### src/rtl/utp_pkg.sv
// Shared constants, widths and glyph table for the UTF-8 text glyph placer.
`timescale 1ns / 1ps

package utp_pkg;

    localparam int DISPLAY_WIDTH  = 128;
    localparam int DISPLAY_HEIGHT = 64;
    localparam int GLYPH_CELL     = 8;

    localparam int COL_W   = 7;
    localparam int ROW_W   = 6;
    localparam int BYTE_W  = 8;
    localparam int CUR_W   = 8;
    localparam int LEAD_W  = 5;
    localparam int CODE_W  = 11;
    localparam int GLYPH_W = 7;
    localparam int ADDR_W  = 10;
    localparam int PAGE_SHIFT = 7;

    localparam int HI_COUNT = 23;

    // Code used for bytes that only move the cursor
    localparam logic [CODE_W-1:0] CODE_NONE = 11'h100;

    localparam logic [BYTE_W-1:0] LEAD_MASK  = 8'hE0;
    localparam logic [BYTE_W-1:0] LEAD_MATCH = 8'hC0;

    localparam logic [GLYPH_W-1:0] GLYPH_UPPER  = 7'd1;
    localparam logic [GLYPH_W-1:0] GLYPH_DIGIT  = 7'd27;
    localparam logic [GLYPH_W-1:0] GLYPH_LOWER  = 7'd37;
    localparam logic [GLYPH_W-1:0] GLYPH_PERIOD = 7'd63;
    localparam logic [GLYPH_W-1:0] GLYPH_COLON  = 7'd64;
    localparam logic [GLYPH_W-1:0] GLYPH_HASH   = 7'd65;
    localparam logic [GLYPH_W-1:0] GLYPH_BANG   = 7'd66;
    localparam logic [GLYPH_W-1:0] GLYPH_QUERY  = 7'd67;
    localparam logic [GLYPH_W-1:0] GLYPH_LATIN  = 7'd68;
    localparam logic [GLYPH_W-1:0] GLYPH_COMMA  = 7'd91;
    localparam logic [GLYPH_W-1:0] GLYPH_DASH   = 7'd92;
    localparam logic [GLYPH_W-1:0] GLYPH_BLANK  = 7'd0;

    // Latin-1 accented letters, in glyph order
    localparam logic [BYTE_W-1:0] HI_CODES [HI_COUNT] = '{
        8'hC3, 8'hC2, 8'hC1, 8'hC0, 8'hC9, 8'hCA, 8'hCD, 8'hD3, 8'hD4, 8'hD5,
        8'hDA, 8'hC7, 8'hE7, 8'hE3, 8'hE1, 8'hE0, 8'hE2, 8'hE9, 8'hEA, 8'hED,
        8'hF3, 8'hF4, 8'hFA
    };

endpackage

### src/rtl/utp_in_if.sv
// Input channel: one text word per handshake.
`timescale 1ns / 1ps

interface utp_in_if;
    logic                       valid;
    logic                       ready;
    logic                       string_start;
    logic [utp_pkg::COL_W-1:0]  start_col;
    logic [utp_pkg::ROW_W-1:0]  start_row;
    logic [utp_pkg::BYTE_W-1:0] text_byte;

    modport source (output valid, output string_start, output start_col,
                    output start_row, output text_byte, input ready);
    modport sink   (input valid, input string_start, input start_col,
                    input start_row, input text_byte, output ready);
endinterface

### src/rtl/utp_out_if.sv
// Output channel: one placed glyph word per handshake.
`timescale 1ns / 1ps

interface utp_out_if;
    logic                        valid;
    logic                        ready;
    logic [utp_pkg::GLYPH_W-1:0] glyph_index;
    logic [utp_pkg::ADDR_W-1:0]  frame_address;

    modport source (output valid, output glyph_index, output frame_address,
                    input ready);
    modport sink   (input valid, input glyph_index, input frame_address,
                    output ready);
endinterface

### src/rtl/utf8_text_glyph_placer.sv
// Top level of the UTF-8 text glyph placer.
`timescale 1ns / 1ps

// Usage
//   text_in  : one text byte per word. string_start=1 loads the cursor from
//              start_col/start_row and opens a new string. A zero byte,
//              or running below the last text row, closes the string; bytes
//              after that are dropped until the next string_start.
//   glyph_out: zero or one word per input word: the glyph number and the
//              framebuffer byte address (page*128 + column) of its first
//              column. Lead bytes, terminators, off-screen glyphs and
//              unsupported bytes produce no word.
// Timing
//   One input word per cycle while glyph_out keeps taking results. A result
//   appears in the cycle after its input word is taken, from the output register.
//   text_in.ready drops only while the output register holds a word that
//   glyph_out is not taking; the stalled word stays put until taken.
// Reset
//   rst_n low empties the output register, homes the cursor, drops any
//   pending lead byte and marks no string active.

module utf8_text_glyph_placer (
    input  logic     clk,
    input  logic     rst_n,
    utp_in_if.sink   text_in,
    utp_out_if.source glyph_out
);
    import utp_pkg::*;

    // cursor and decode state
    logic [CUR_W-1:0]  col_reg, col_next;
    logic [CUR_W-1:0]  row_reg, row_next;
    logic [LEAD_W-1:0] lead_reg, lead_next;
    logic              await_reg, await_next;
    logic              done_reg, done_next;

    // output register
    logic               out_valid_reg;
    logic [GLYPH_W-1:0] glyph_reg;
    logic [ADDR_W-1:0]  addr_reg;

    logic accept;

    // state after an optional string start
    logic [CUR_W-1:0]  col_s, row_s;
    logic [LEAD_W-1:0] lead_s;
    logic              await_s, done_s;

    logic [BYTE_W-1:0] b;
    logic              place;
    logic              emit;
    logic [CODE_W-1:0] code;
    logic [CUR_W:0]    col_plus, row_plus, col_adv_plus;
    logic [CUR_W-1:0]  col_adv;
    logic              fits_col, fits_row;
    logic [GLYPH_W-1:0] glyph_idx;
    logic [ADDR_W-1:0] addr_calc;

    assign text_in.ready = !out_valid_reg || glyph_out.ready;
    assign accept        = text_in.valid && text_in.ready;
    assign b             = text_in.text_byte;

    always_comb
    begin
        if (text_in.string_start)
        begin
            col_s   = CUR_W'(text_in.start_col);
            row_s   = CUR_W'(text_in.start_row);
            lead_s  = '0;
            await_s = 1'b0;
            done_s  = 1'b0;
        end
        else
        begin
            col_s   = col_reg;
            row_s   = row_reg;
            lead_s  = lead_reg;
            await_s = await_reg;
            done_s  = done_reg;
        end
    end

    assign col_plus = {1'b0, col_s} + (CUR_W+1)'(GLYPH_CELL);
    assign row_plus = {1'b0, row_s} + (CUR_W+1)'(GLYPH_CELL);
    assign fits_col = (col_plus <= (CUR_W+1)'(DISPLAY_WIDTH));
    assign fits_row = (row_plus <= (CUR_W+1)'(DISPLAY_HEIGHT));

    // cursor step; column wraps once the next cell would not fit
    assign col_adv      = col_plus[CUR_W-1:0];
    assign col_adv_plus = {1'b0, col_adv} + (CUR_W+1)'(GLYPH_CELL);

    // byte classification
    always_comb
    begin
        place      = 1'b0;
        emit       = 1'b0;
        code       = CODE_NONE;
        lead_next  = lead_s;
        await_next = await_s;
        done_next  = done_s;
        if (!done_s)
        begin
            if (await_s)
            begin
                // second byte of a pair: no row check, zero still ends
                await_next = 1'b0;
                if (b == '0)
                    done_next = 1'b1;
                else
                begin
                    place = 1'b1;
                    emit  = 1'b1;
                    code  = {lead_s, b[5:0]};
                end
            end
            else if (b == '0 || !fits_row)
                done_next = 1'b1;
            else if (!b[BYTE_W-1])
            begin
                place = 1'b1;
                emit  = 1'b1;
                code  = CODE_W'(b);
            end
            else if ((b & LEAD_MASK) == LEAD_MATCH)
            begin
                lead_next  = b[LEAD_W-1:0];
                await_next = 1'b1;
            end
            else
                place = 1'b1;   // unsupported byte only moves the cursor
        end
    end

    always_comb
    begin
        col_next = col_s;
        row_next = row_s;
        if (place)
        begin
            if (col_adv_plus > (CUR_W+1)'(DISPLAY_WIDTH))
            begin
                col_next = '0;
                row_next = row_plus[CUR_W-1:0];
            end
            else
                col_next = col_adv;
        end
    end

    utp_glyph_map u_glyph_map (
        .code        (code),
        .glyph_index (glyph_idx)
    );

    // page = row / 8, 128 bytes per page
    assign addr_calc = ADDR_W'((16'(row_s >> 3) << PAGE_SHIFT) + 16'(col_s));

    always_ff @(posedge clk or negedge rst_n)
    begin
        if (!rst_n)
        begin
            col_reg   <= '0;
            row_reg   <= '0;
            lead_reg  <= '0;
            await_reg <= 1'b0;
            done_reg  <= 1'b1;
        end
        else if (accept)
        begin
            col_reg   <= col_next;
            row_reg   <= row_next;
            lead_reg  <= lead_next;
            await_reg <= await_next;
            done_reg  <= done_next;
        end
    end

    always_ff @(posedge clk or negedge rst_n)
    begin
        if (!rst_n)
            out_valid_reg <= 1'b0;
        else if (text_in.ready)
            out_valid_reg <= accept && emit && fits_col && fits_row;
    end

    always_ff @(posedge clk)
    begin
        if (text_in.ready)
        begin
            glyph_reg <= glyph_idx;
            addr_reg  <= addr_calc;
        end
    end

    assign glyph_out.valid         = out_valid_reg;
    assign glyph_out.glyph_index   = glyph_reg;
    assign glyph_out.frame_address = addr_reg;

    // input stalls only behind a held result
    a_stall_cause: assert property (@(posedge clk) disable iff (!rst_n)
        !text_in.ready |-> out_valid_reg)
        else $error("input stalled with empty output register");

    // a pending lead byte implies an open string
    a_lead_open: assert property (@(posedge clk) disable iff (!rst_n)
        await_reg |-> !done_reg)
        else $error("lead byte pending with no active string");

    // emitted glyph's column lies fully on screen
    a_col_range: assert property (@(posedge clk) disable iff (!rst_n)
        glyph_out.valid |->
            glyph_out.frame_address[PAGE_SHIFT-1:0] <=
                PAGE_SHIFT'(DISPLAY_WIDTH - GLYPH_CELL))
        else $error("glyph column off screen");

    // a new result comes only from a word taken the cycle before
    a_result_source: assert property (@(posedge clk) disable iff (!rst_n)
        (out_valid_reg && !$past(out_valid_reg)) |-> $past(accept))
        else $error("result without accepted input");

endmodule

### src/rtl/utp_glyph_map.sv
// Character code to font glyph number lookup.
`timescale 1ns / 1ps

module utp_glyph_map (
    input  logic [utp_pkg::CODE_W-1:0]  code,
    output logic [utp_pkg::GLYPH_W-1:0] glyph_index
);
    import utp_pkg::*;

    logic [BYTE_W-1:0] low_byte;
    logic              in_byte;

    assign low_byte = code[BYTE_W-1:0];
    assign in_byte  = (code[CODE_W-1:BYTE_W] == '0);

    always_comb
    begin
        glyph_index = GLYPH_BLANK;
        if (in_byte)
        begin
            if (low_byte >= 8'h41 && low_byte <= 8'h5A)
                glyph_index = GLYPH_W'(low_byte - 8'h41) + GLYPH_UPPER;
            else if (low_byte >= 8'h30 && low_byte <= 8'h39)
                glyph_index = GLYPH_W'(low_byte - 8'h30) + GLYPH_DIGIT;
            else if (low_byte >= 8'h61 && low_byte <= 8'h7A)
                glyph_index = GLYPH_W'(low_byte - 8'h61) + GLYPH_LOWER;
            else
            begin
                case (low_byte)
                    8'h2E:   glyph_index = GLYPH_PERIOD;
                    8'h3A:   glyph_index = GLYPH_COLON;
                    8'h23:   glyph_index = GLYPH_HASH;
                    8'h21:   glyph_index = GLYPH_BANG;
                    8'h3F:   glyph_index = GLYPH_QUERY;
                    8'h2C:   glyph_index = GLYPH_COMMA;
                    8'h2D:   glyph_index = GLYPH_DASH;
                    default:
                    begin
                        // table entries are distinct, so at most one hits
                        for (int k = 0; k < HI_COUNT; k++)
                        begin
                            if (HI_CODES[k] == low_byte)
                                glyph_index = GLYPH_LATIN + GLYPH_W'(k);
                        end
                    end
                endcase
            end
        end
    end

endmodule
### src/flat_wrapper.sv
// flat-port wrapper written by rule: the top's interface ports become plain ports
module utf8_text_glyph_placer_flat import utp_pkg::*;
  (clk, rst_n, text_in_valid, text_in_string_start, text_in_start_col, text_in_start_row, text_in_text_byte, text_in_ready, glyph_out_valid, glyph_out_glyph_index, glyph_out_frame_address, glyph_out_ready);
  utp_in_if text_in_i ();
  utp_out_if glyph_out_i ();
  input  logic clk;
  input  logic rst_n;
  input wire logic [$bits(text_in_i.valid)-1:0] text_in_valid;
  input wire logic [$bits(text_in_i.string_start)-1:0] text_in_string_start;
  input wire logic [$bits(text_in_i.start_col)-1:0] text_in_start_col;
  input wire logic [$bits(text_in_i.start_row)-1:0] text_in_start_row;
  input wire logic [$bits(text_in_i.text_byte)-1:0] text_in_text_byte;
  output wire logic [$bits(text_in_i.ready)-1:0] text_in_ready;
  output wire logic [$bits(glyph_out_i.valid)-1:0] glyph_out_valid;
  output wire logic [$bits(glyph_out_i.glyph_index)-1:0] glyph_out_glyph_index;
  output wire logic [$bits(glyph_out_i.frame_address)-1:0] glyph_out_frame_address;
  input wire logic [$bits(glyph_out_i.ready)-1:0] glyph_out_ready;
  assign text_in_i.valid = text_in_valid;
  assign text_in_i.string_start = text_in_string_start;
  assign text_in_i.start_col = text_in_start_col;
  assign text_in_i.start_row = text_in_start_row;
  assign text_in_i.text_byte = text_in_text_byte;
  assign text_in_ready = text_in_i.ready;
  assign glyph_out_valid = glyph_out_i.valid;
  assign glyph_out_glyph_index = glyph_out_i.glyph_index;
  assign glyph_out_frame_address = glyph_out_i.frame_address;
  assign glyph_out_i.ready = glyph_out_ready;
  utf8_text_glyph_placer u_core (.clk(clk), .rst_n(rst_n), .text_in(text_in_i), .glyph_out(glyph_out_i));
endmodule
### config.mk
export PLATFORM = sky130hd
export DESIGN_NAME = utf8_text_glyph_placer_flat
export DESIGN_NICKNAME = d
export VERILOG_FILES = /design/src/rtl/utp_pkg.sv /design/src/rtl/utp_in_if.sv /design/src/rtl/utp_out_if.sv /design/src/rtl/utf8_text_glyph_placer.sv /design/src/rtl/utp_glyph_map.sv /design/src/flat_wrapper.sv
export SDC_FILE = /design/constraint.sdc
export NUM_CORES = 1
export LEC_CHECK = 0
export BUFFER_PORTS_ARGS = -buffer_cell sky130_fd_sc_hd__buf_2
export CORE_MARGIN = 2
export CORE_UTILIZATION = 40
export DETAILED_ROUTE_END_ITERATION = 12
export PLACE_DENSITY_LB_ADDON = 0.15
export SKIP_CTS_REPAIR_TIMING = 1
export SYNTH_ARGS = -nofsm -noshare
export SYNTH_HDL_FRONTEND = slang
export SYNTH_SLANG_ARGS = --single-unit
### constraint.sdc
create_clock -name clk -period 12.8 [get_ports clk]
set_input_delay 2.56 -clock clk [delete_from_list [all_inputs] [get_ports clk]]
set_output_delay 2.56 -clock clk [all_outputs]
set_load 0.05 [all_outputs]
Yosys cells after proc, flatten, opt, wreduce, memory -nomap -nowiden. Index checks and enable logic that the tools add are counted.

Add/subtract/negate cells: 10. $mul: 0. Div/mod/pow operators: 0. $lt $le $gt $ge: 9. Eq/ne operators: 31. Shift-type cells: 0. Multiplexer cells: 65. Bitwise operators: 0. Reductions and logical operators: 13.

Operators by type and width (number): 8-bit == test, first input constant (23); 7-bit 2-to-1 mux (26); 8-bit by 6-bit == test with 1-bit output, second input constant (7); 7-bit one-hot mux with 7 select lines (1); 8-bit 2-to-1 mux (6); 11-bit 2-to-1 mux (4); 5-bit 2-to-1 mux (6); 8-bit by 4-bit adder with 9-bit output, second input constant (3); 1-bit 2-to-1 mux (21); 8-bit by 7-bit >= comparator with 1-bit output, second input constant (2); 8-bit by 7-bit less-or-equal comparator with 1-bit output, second input constant (2); 7-bit subtractor, second input constant (2); 10-bit by 8-bit adder with 10-bit output (1); 9-bit by 8-bit > comparator with 1-bit output, second input constant (1); 9-bit by 7-bit less-or-equal comparator with 1-bit output, second input constant (1); 9-bit by 8-bit less-or-equal comparator with 1-bit output, second input constant (1); 9-bit 2-to-1 mux (1); 8-bit by 6-bit >= comparator with 1-bit output, second input constant (1); 8-bit by 6-bit less-or-equal comparator with 1-bit output, second input constant (1); 8-bit zero test (1); 7-bit by 1-bit adder with 7-bit output, second input constant (1); 7-bit by 5-bit adder with 7-bit output, second input constant (1); 7-bit by 6-bit adder with 7-bit output, second input constant (1); 1-bit logical AND (7); other kinds (5) (7).

Flip-flop bits (word level): 41. Bits in latches: 0. RAM bits: 0. ROM bits: 0. Output and inout bits: 19. Memories: 0.

Depth between registers and ports, before layout. Gate-level depths: netlist of the first run.

Word-level depth: 36. Mapped depth: 23. Depth with buffers taken out: 18.

Modules after synthesis. Synthesis of the first run repeated with hierarchy kept, for this count alone.

Cell total of the unflattened synthesis: 422. Area total of the unflattened synthesis: 3756.1 µm².

By module, submodules not included: utf8_text_glyph_placer (times used 1, cells an instance 239, area an instance 2504.9 µm²); utp_glyph_map (times used 1, cells an instance 183, area an instance 1251.2 µm²).

Least setup slack after synthesis of the first run. No wires, ideal clock.

Path type: in2reg. Start point: input port text_in_string_start. End point: register u_core.glyph_reg[6] (netlist: u_core.glyph_out.glyph_index[6]) (data pin). Library setup time: 190 ps. Data arrival time: 6998 ps. Slack: 5612 ps. Stages on the path: 21. Buffers on the path: 5. Path through: buf_6 > buf_4 > clkbuf_1 > mux2_2 > ha_1 > and3_1 > a211oi_1 > or3_1 > o21ai_1 > buf_2 > nand2_1 > ha_1 > clkbuf_1 > or4bb_1 > nand2_1 > or4_1 > o21ai_1 > nand4_2 > and3_1 > o2111a_1 > a2111oi_2.

Word-level cells in the longest chain between the ends: 36. Elaborated cells between the ends (all ways): 85. Classes of those cells: add/sub (7); order compare (7); eq/ne (30); mux (35); reduce/logical (6).

RTL lines: from (decl) (RTL line flat_wrapper.sv:9) `input wire logic [$bits(text_in_i.string_start)-1:0] text_in_string_start;`; 8-bit 2-to-1 mux (RTL line utf8_text_glyph_placer.sv:65) `if (text_in.string_start)`; 8-bit by 4-bit adder with 9-bit output (RTL line utf8_text_glyph_placer.sv:84) `assign row_plus = {1'b0, row_s} + (CUR_W+1)'(GLYPH_CELL);`; 9-bit by 7-bit less-or-equal comparator with 1-bit output (RTL line utf8_text_glyph_placer.sv:86) `assign fits_row = (row_plus <= (CUR_W+1)'(DISPLAY_HEIGHT));`; 1-bit zero test (RTL line utf8_text_glyph_placer.sv:116) `else if (b == '0 || !fits_row)`; 1-bit logical OR (RTL line utf8_text_glyph_placer.sv:116); 11-bit 2-to-1 mux (RTL line utf8_text_glyph_placer.sv:116); 11-bit 2-to-1 mux (RTL line utf8_text_glyph_placer.sv:103) `if (await_s)`; 11-bit 2-to-1 mux * (RTL line utf8_text_glyph_placer.sv:101) `if (!done_s)`; 8-bit == test (RTL line utp_glyph_map.sv:42) `if (HI_CODES[k] == low_byte)`; 7-bit 2-to-1 mux (23 in a row) (RTL line utp_glyph_map.sv:42); 7-bit one-hot mux with 7 select lines (RTL line utp_glyph_map.sv:29) `case (low_byte)`; 7-bit 2-to-1 mux (RTL line utp_glyph_map.sv:25) `else if (low_byte >= 8'h61 && low_byte <= 8'h7A)`; 7-bit 2-to-1 mux (RTL line utp_glyph_map.sv:23) `else if (low_byte >= 8'h30 && low_byte <= 8'h39)`; 7-bit 2-to-1 mux (RTL line utp_glyph_map.sv:21) `if (low_byte >= 8'h41 && low_byte <= 8'h5A)`; to (signal assigned) (RTL line utf8_text_glyph_placer.sv:190) `glyph_reg <= glyph_idx;`; to (decl) (RTL line utf8_text_glyph_placer.sv:39) `logic [GLYPH_W-1:0] glyph_reg;`.

Every way passes the cells marked *; elsewhere a longest branch is shown, timed or not. A chain may end at the register's enable or synchronous reset.

Worst setup path after layout of the first run. Same ends and word-level chain as after synthesis.

==> out/results.txt, run 1 <==
GRT Overall Usage -> 20.63%
Largest net degree at the start of global routing -> 32
DRC -> 0
Status -> finished clean
Vias in the first global route -> 3265
CP cell instances -> buf_2 > mux2i_1 > inv_1 > ha_1 > a31oi_1 > a211oi_1 > or3_1 > o21ai_1 > nand2_1 > inv_1 > ha_1 > or4bb_1 > nand2_1 > or4_1 > o21ai_1 > nand4_2 > and3_1 > o2111a_1 > a2111oi_2
Final Hold Violating Endpoints -> 0
First-pass GRT wire length -> 16.68 mm
Clock Path Buffers -> 2
Maximum vdd drop -> 0.06139 mV
Critical path class -> in -> reg
Fin Setup TNS -> 0 ns
Hold Path Class -> reg -> reg
WL final -> 9.890 mm
Clk_skew -> 0.009850 ns
Synth Flop Type -> dfrtp_1
Die Wd -> 98.57 um
DRT Pass-1 Iters -> 7
Synth Net Count -> 468
Worst skew pair latency -> 0.29 ns
Post-synthesis sequential area ratio -> 31.09%
Max reg flops -> 10
Via count -> 3545
FF+latch area -> 1112 um^2
Crit end category -> flip-flop
Most common cell after layout, fill and taps aside -> nand2_1
Core region area -> 8678 um^2
Worst setup SP type -> primary input
RePlAce Congestion -> 0.9458
Area Growth Syn to Fin -> 9.864%
Num ports -> 45
Max-slew violations -> 0
CP required -> 12.88 ns
Grt ovf -> 0
Cell variety after synth -> 80
Inserted Diodes -> 0
# fillers -> 873
First DRT Iteration DRCs -> 309
Tcrit/Tclk final -> 63.24%
Clock period minus worst slack -> 8.095 ns
Highest-count cells in the layout ignoring fill and taps -> nand2_1 (58), buf_2 (44), nor2_1 (34)
Top post-synthesis cells by area -> dfrtp_1 (16%), edfxtp_1 (14%), nand2_1 (6.1%)
Fraction of registers with async set/reset -> 58.54%
Maxcap violations -> 0
Site row count -> 34
Vias per inst -> 6.263
DP Area -> 3844 um^2
Initial antenna violation count -> 0
Data arrival, critical path -> 8.17 ns
FMAX -> 123.5 MHz
Setup Viol. Count Final -> 0
Register bit total from synthesis -> 41
Root Driver -> clkbuf_8
Area occupied by multi-input gates -> 2301 um^2
Max FO, Critical Path -> 31
Clock transition at path regs -> 0.08 ns
Post-synth EDFFs -> 17
CTS H-tree depth -> 2
Synth warn -> 0
CTS tree -> built
Leak -> 1.624 nW
Area share of the largest cell type after synthesis -> 16.09%
Layout cells sized above 1 -> 18.12%
Post-Syn Area -> 3577 um^2
Synthesized area per cell -> 8.377 um^2
Worst-Margin Slew -> 0.9660 ns
Design Area, Final -> 3930 um^2
Crit path buffers/inverters -> 3
Starting Density -> 41.22%
Max incr delay on CP -> 0.74 ns
Power per Cell Area -> 169.6 nW/um^2
Final Net Count -> 498
Cell type with the largest total area after synthesis -> dfrtp_1
Antenna viol nets, final -> 0
Routed len/inst -> 17.47 um
RSZ-0062 raised after global routing -> false
Detailed placer's ending HPWL -> 7.190 mm
CTS Buf Count -> 5
Cells after Synth -> 427
R2r setup slk -> 7.18 ns
Critical path's top delay family -> simple AND/OR/NAND/NOR gates
Die area -> 9715 um^2
Clk sink count -> 41
IO buf count -> 44
Die H -> 98.57 um
Crit-path slowest cell -> o21ai_1
Slew margin rel. -> 35.21%
[metal layers]
layer  share of wire (%)  up-vias  track usage [%]
met5                   0        -                0
met4                 1.0        0            3.688
met3                 7.2       13            3.759
met2                  43      160            31.55
met1                  48     1703            30.84
li1                    -     1669                -
[worst paths after layout]
path,to,cells past startpoint,startpoint
min,u_core.col_reg[4],2,u_core.col_reg[4]
min reg2reg,u_core.col_reg[4],2,u_core.col_reg[4]
max reg2reg,u_core.glyph_out.glyph_index[6],18,u_core.row_reg[3]
max,u_core.glyph_out.glyph_index[6],19,text_in_string_start
max in group asynchronous,u_core.lead_reg[0],1,rst_n
min in group asynchronous,u_core.row_reg[2],1,rst_n
[synthesized netlist by cell type, types with 3 or more instances]
cell type,number
o31ai_1,3
inv_2,3
nand3_1,17
o21ai_0,32
inv_1,11
nand4_1,7
o211ai_1,8
a21o_1,5
edfxtp_1,17
xnor2_1,7
o21ai_1,3
nor4_1,4
a31oi_1,9
buf_4,3
mux2i_1,8
a22o_1,8
and3_1,8
nand3b_1,3
clkbuf_1,16
nand2_1,58
a211oi_1,6
nand2b_1,4
o2111ai_1,3
dfrtp_1,23
ha_1,15
nor2_1,34
mux2_2,10
nand4b_1,3
o22ai_1,3
a21oi_1,19
nor2b_1,7
or3_1,3
nor3_1,9
[area by class of cell]
class / count / share of cell area (%)
Clock inverter: 3 / 0.4457
Tap cell: 108 / 3.438
Inverter: 14 / 1.337
Multi-Input combinational cell: 348 / 58.55
Timing Repair Buffer: 47 / 6.176
Sequential cell: 41 / 28.30
Clock buffer: 5 / 1.751
[cell families (layout without fill, tap and decap cells)]
group / Yosys count / count (layout) / synth area share (%)
AO/OA/AOI/OAI: 129 / 129 / 25.60
XOR/XNOR: 9 / 9 / 2.204
adder cells (fa/ha/maj): 15 / 15 / 5.247
buffers and inverters: 38 / 69 / 4.582
flip-flops: 41 / 41 / 31.09
multiplexers: 18 / 18 / 5.387
AND/OR/NAND/NOR: 177 / 177 / 25.88
[stage by stage]
stage	setup WS (ns)	utilization, %	power [mW]	hold WS [ns]	instances
global placement	4.751	44.29	0.5783	0.4654	558
detailed placement	4.463	44.29	0.5820	0.4714	558
floorplan	5.612	-	0.4990	0.4460	427
CTS	4.789	45.29	0.6666	0.4918	566
finish	4.705	45.29	0.6667	0.4841	566
global route	4.251	45.29	0.7171	0.5299	566
[worst register-to-register path, stage by stage (launching register included)]
cell and delay [ns]:
dfrtp_1 0.42, mux2i_1 0.25, inv_1 0.12, ha_1 0.24, a31oi_1 0.18, a211oi_1 0.16, or3_1 0.43, o21ai_1 0.74
nand2_1 0.30, inv_1 0.18, ha_1 0.57, or4bb_1 0.24, nand2_1 0.05, or4_1 0.41, o21ai_1 0.16, nand4_2 0.22
and3_1 0.23, o2111a_1 0.15, a2111oi_2 0.37
[report_power, final]
group          switching [mW]  internal (mW)
registers              0.0259          0.189
clock network          0.0460         0.0377
logic                   0.254          0.114
Power figures use the tool's default switching activity.
==> run 2: changes to the inputs <==
Clock period 12.8 ns to 7.9 ns, I/O delays scaled along.
==> out/results.txt, run 2 (same netlist as run 1, synthesis figures left out) <==
Vias per inst -> 6.136 (-2.0%)
Maxcap violations -> 0 (unchanged)
GRT Overall Usage -> 20.54% (-0.081 points)
Uppermost layer routed -> met4
Max incr delay on CP -> 0.73 ns (about the same)
Die Wd -> 98.57 um (unchanged)
RSZ-0062 raised after global routing -> false
Routed wl met3 -> 668 um (-6.6%)
Vias in the first global route -> 3240 (-0.77%)
CTS H-tree depth -> 2 (unchanged)
Power per Cell Area -> 274.1 nW/um^2 (+62%)
Clock Path Buffers -> 2 (unchanged)
Final Hold Violating Endpoints -> 0 (unchanged)
Crit end category -> flip-flop
Starting Density -> 41.22% (unchanged)
DRC -> 0 (unchanged)
Maximum vdd drop -> 0.1087 mV (+77%)
Inserted Diodes -> 0 (unchanged)
Sw frac -> 48.85% (-0.071 points)
Site row count -> 34 (unchanged)
Fin Setup TNS -> 0 ns (unchanged)
WL final -> 9.883 mm (about the same)
Die area -> 9715 um^2 (unchanged)
Clk network pwr share -> 12.6% (about the same)
NetSw -> 527.9 uW (+62%)
Leak -> 1.627 nW (+0.21%)
Worst skew pair latency -> 0.29 ns (about the same)
CP required -> 8.00 ns (-4.88 ns)
Tcrit/Tclk final -> 84.90%
DRT Pass-1 Iters -> 5 (-2)
Num ports -> 45 (unchanged)
Via count -> 3485 (-1.7%)
Logic pwr share -> 55.2% (about the same)
Routed len/inst -> 17.40 um (-0.42%)
Setup Viol. Count Final -> 0 (unchanged)
Root Driver -> clkbuf_8
Met1 WL -> 4.984 mm (+4.1%)
Max FO, Critical Path -> 19 (-39%)
Antenna viol nets, final -> 0 (unchanged)
Clock period minus worst slack -> 6.707 ns
CP cell instances -> buf_2 > mux2i_1 > inv_1 > ha_1 > a31oi_1 > a211oi_1 > or3_1 > o21ai_1 > nand2_1 > inv_1 > ha_1 > or4bb_1 > nand2_1 > or4_1 > o21ai_1 > nand4_2 > and3_1 > o2111a_1 > a2111oi_2
Data arrival, critical path -> 6.81 ns (-1.36 ns)
Clk sink count -> 41 (unchanged)
IO buf count -> 44 (unchanged)
Final Net Count -> 500 (+0.40%)
Hold Path Class -> reg -> reg
Crit-path slowest cell -> o21ai_1
First DRT Iteration DRCs -> 365 (+18%)
# fillers -> 860 (-1.5%)
Max-slew violations -> 0 (unchanged)
Critical path's top delay family -> simple AND/OR/NAND/NOR gates
Detailed placer's ending HPWL -> 7.164 mm (-0.35%)
Final core occ -> 45.43% (+0.14 points)
Most common cell after layout, fill and taps aside -> nand2_1
Highest-count cells in the layout ignoring fill and taps -> nand2_1 (58), buf_2 (44), nor2_1 (34)
CTS Buf Count -> 5 (unchanged)
Layout cells sized above 1 -> 18.26% (+0.14 points)
Clk_skew -> 0.005512 ns (-0.004339 ns)
RePlAce Congestion -> 0.9657 (+2.1%)
Int Power -> 552.8 uW (+62%)
Status -> finished clean
Flop pwr share -> 32.2% (about the same)
Core region area -> 8678 um^2 (unchanged)
Die H -> 98.57 um (unchanged)
Worst-Margin Slew -> 0.9430 ns (-0.02308 ns)
DR WL met2 -> 4.141 mm (-3.4%)
Slew margin rel. -> 36.76% (+1.5 points)
Largest net degree at the start of global routing -> 32 (unchanged)
FMAX -> 149.1 MHz
Clock transition at path regs -> 0.08 ns (about the same)
Max reg flops -> 10 (unchanged)
First-pass GRT wire length -> 16.52 mm (-0.99%)
CTS tree -> built
Initial antenna violation count -> 0 (unchanged)
Worst setup SP type -> primary input
Crit path buffers/inverters -> 3 (unchanged)
Grt ovf -> 0 (unchanged)
Area Growth Syn to Fin -> 10.21%
Critical path class -> in -> reg
==> run 2: cell type report <==
cell class | instances | area [um^2] | area share [%]
Clock inverter | 2 | 11.26 | 0.2856
Timing Repair Buffer | 49 | 257.7 | 6.538
Sequential cell | 41 | 1112 | 28.21
Clock buffer | 6 | 72.57 | 1.841
Inverter | 14 | 52.55 | 1.333
Multi-Input combinational cell | 348 | 2301 | 58.36
Tap cell | 108 | 135.1 | 3.427
==> run 2: stage by stage <==
| stage | instances | hold WS, ns | instance area [um^2] | power, mW | worst slack (ns) |
|---|---|---|---|---|---|
| 2_1_floorplan | 427 | 0.4460 | 3577 | 0.8085 | 1.692 |
| 3_3_place_gp | 560 | 0.4654 | 3859 | 0.9381 | 1.222 |
| 3_5_place_dp | 560 | 0.4688 | 3859 | 0.9438 | 0.9980 |
| 4_1_cts | 568 | 0.4883 | 3943 | 1.084 | 1.290 |
| 5_1_grt | 568 | 0.5323 | 3943 | 1.161 | 0.6887 |
| 6_report | 568 | 0.4803 | 3943 | 1.081 | 1.193 |
==> run 2: path summary, 6_finish.rpt <==
kind	start	endpoint	slack, ns	cells past startpoint
setup / recovery	text_in_string_start	u_core.glyph_out.glyph_index[6]	1.19	19
hold / removal	u_core.col_reg[4]	u_core.col_reg[4]	0.48	2
setup reg to reg	u_core.row_reg[3]	u_core.glyph_out.glyph_index[6]	2.31	18
hold reg to reg	u_core.col_reg[4]	u_core.col_reg[4]	0.48	2
max in group asynchronous	rst_n	u_core.col_reg[2]	6.24	1
min in group asynchronous	rst_n	u_core.lead_reg[3]	1.28	1
==> run 2: metal layers <==
metal | vias up | track usage (%)
met5 | - | 0
met2 | 143 | 30.35
met4 | 0 | 4.636
li1 | 1679 | -
met1 | 1655 | 31.39
met3 | 8 | 3.475
==> run 2: power groups by stage <==
stage          combinational [mW]  sequential (mW)  clock (mW)
6_report                    0.596            0.348       0.137
5_1_grt                     0.651            0.357       0.153
4_1_cts                     0.593            0.348       0.142
3_5_place_dp                0.591            0.353           0
3_3_place_gp                0.587            0.351           0
2_1_floorplan               0.339            0.469           0
==> run 2: worst reg2reg max path, delay by kind of cell, from the launching register on <==
kind / cells / cell delay [ns]
flops: 1 / 0.42
compound gates: 6 / 1.69
simple gates: 7 / 1.88
fa+ha+maj: 2 / 0.85
buf+inv: 2 / 0.30
mux: 1 / 0.26
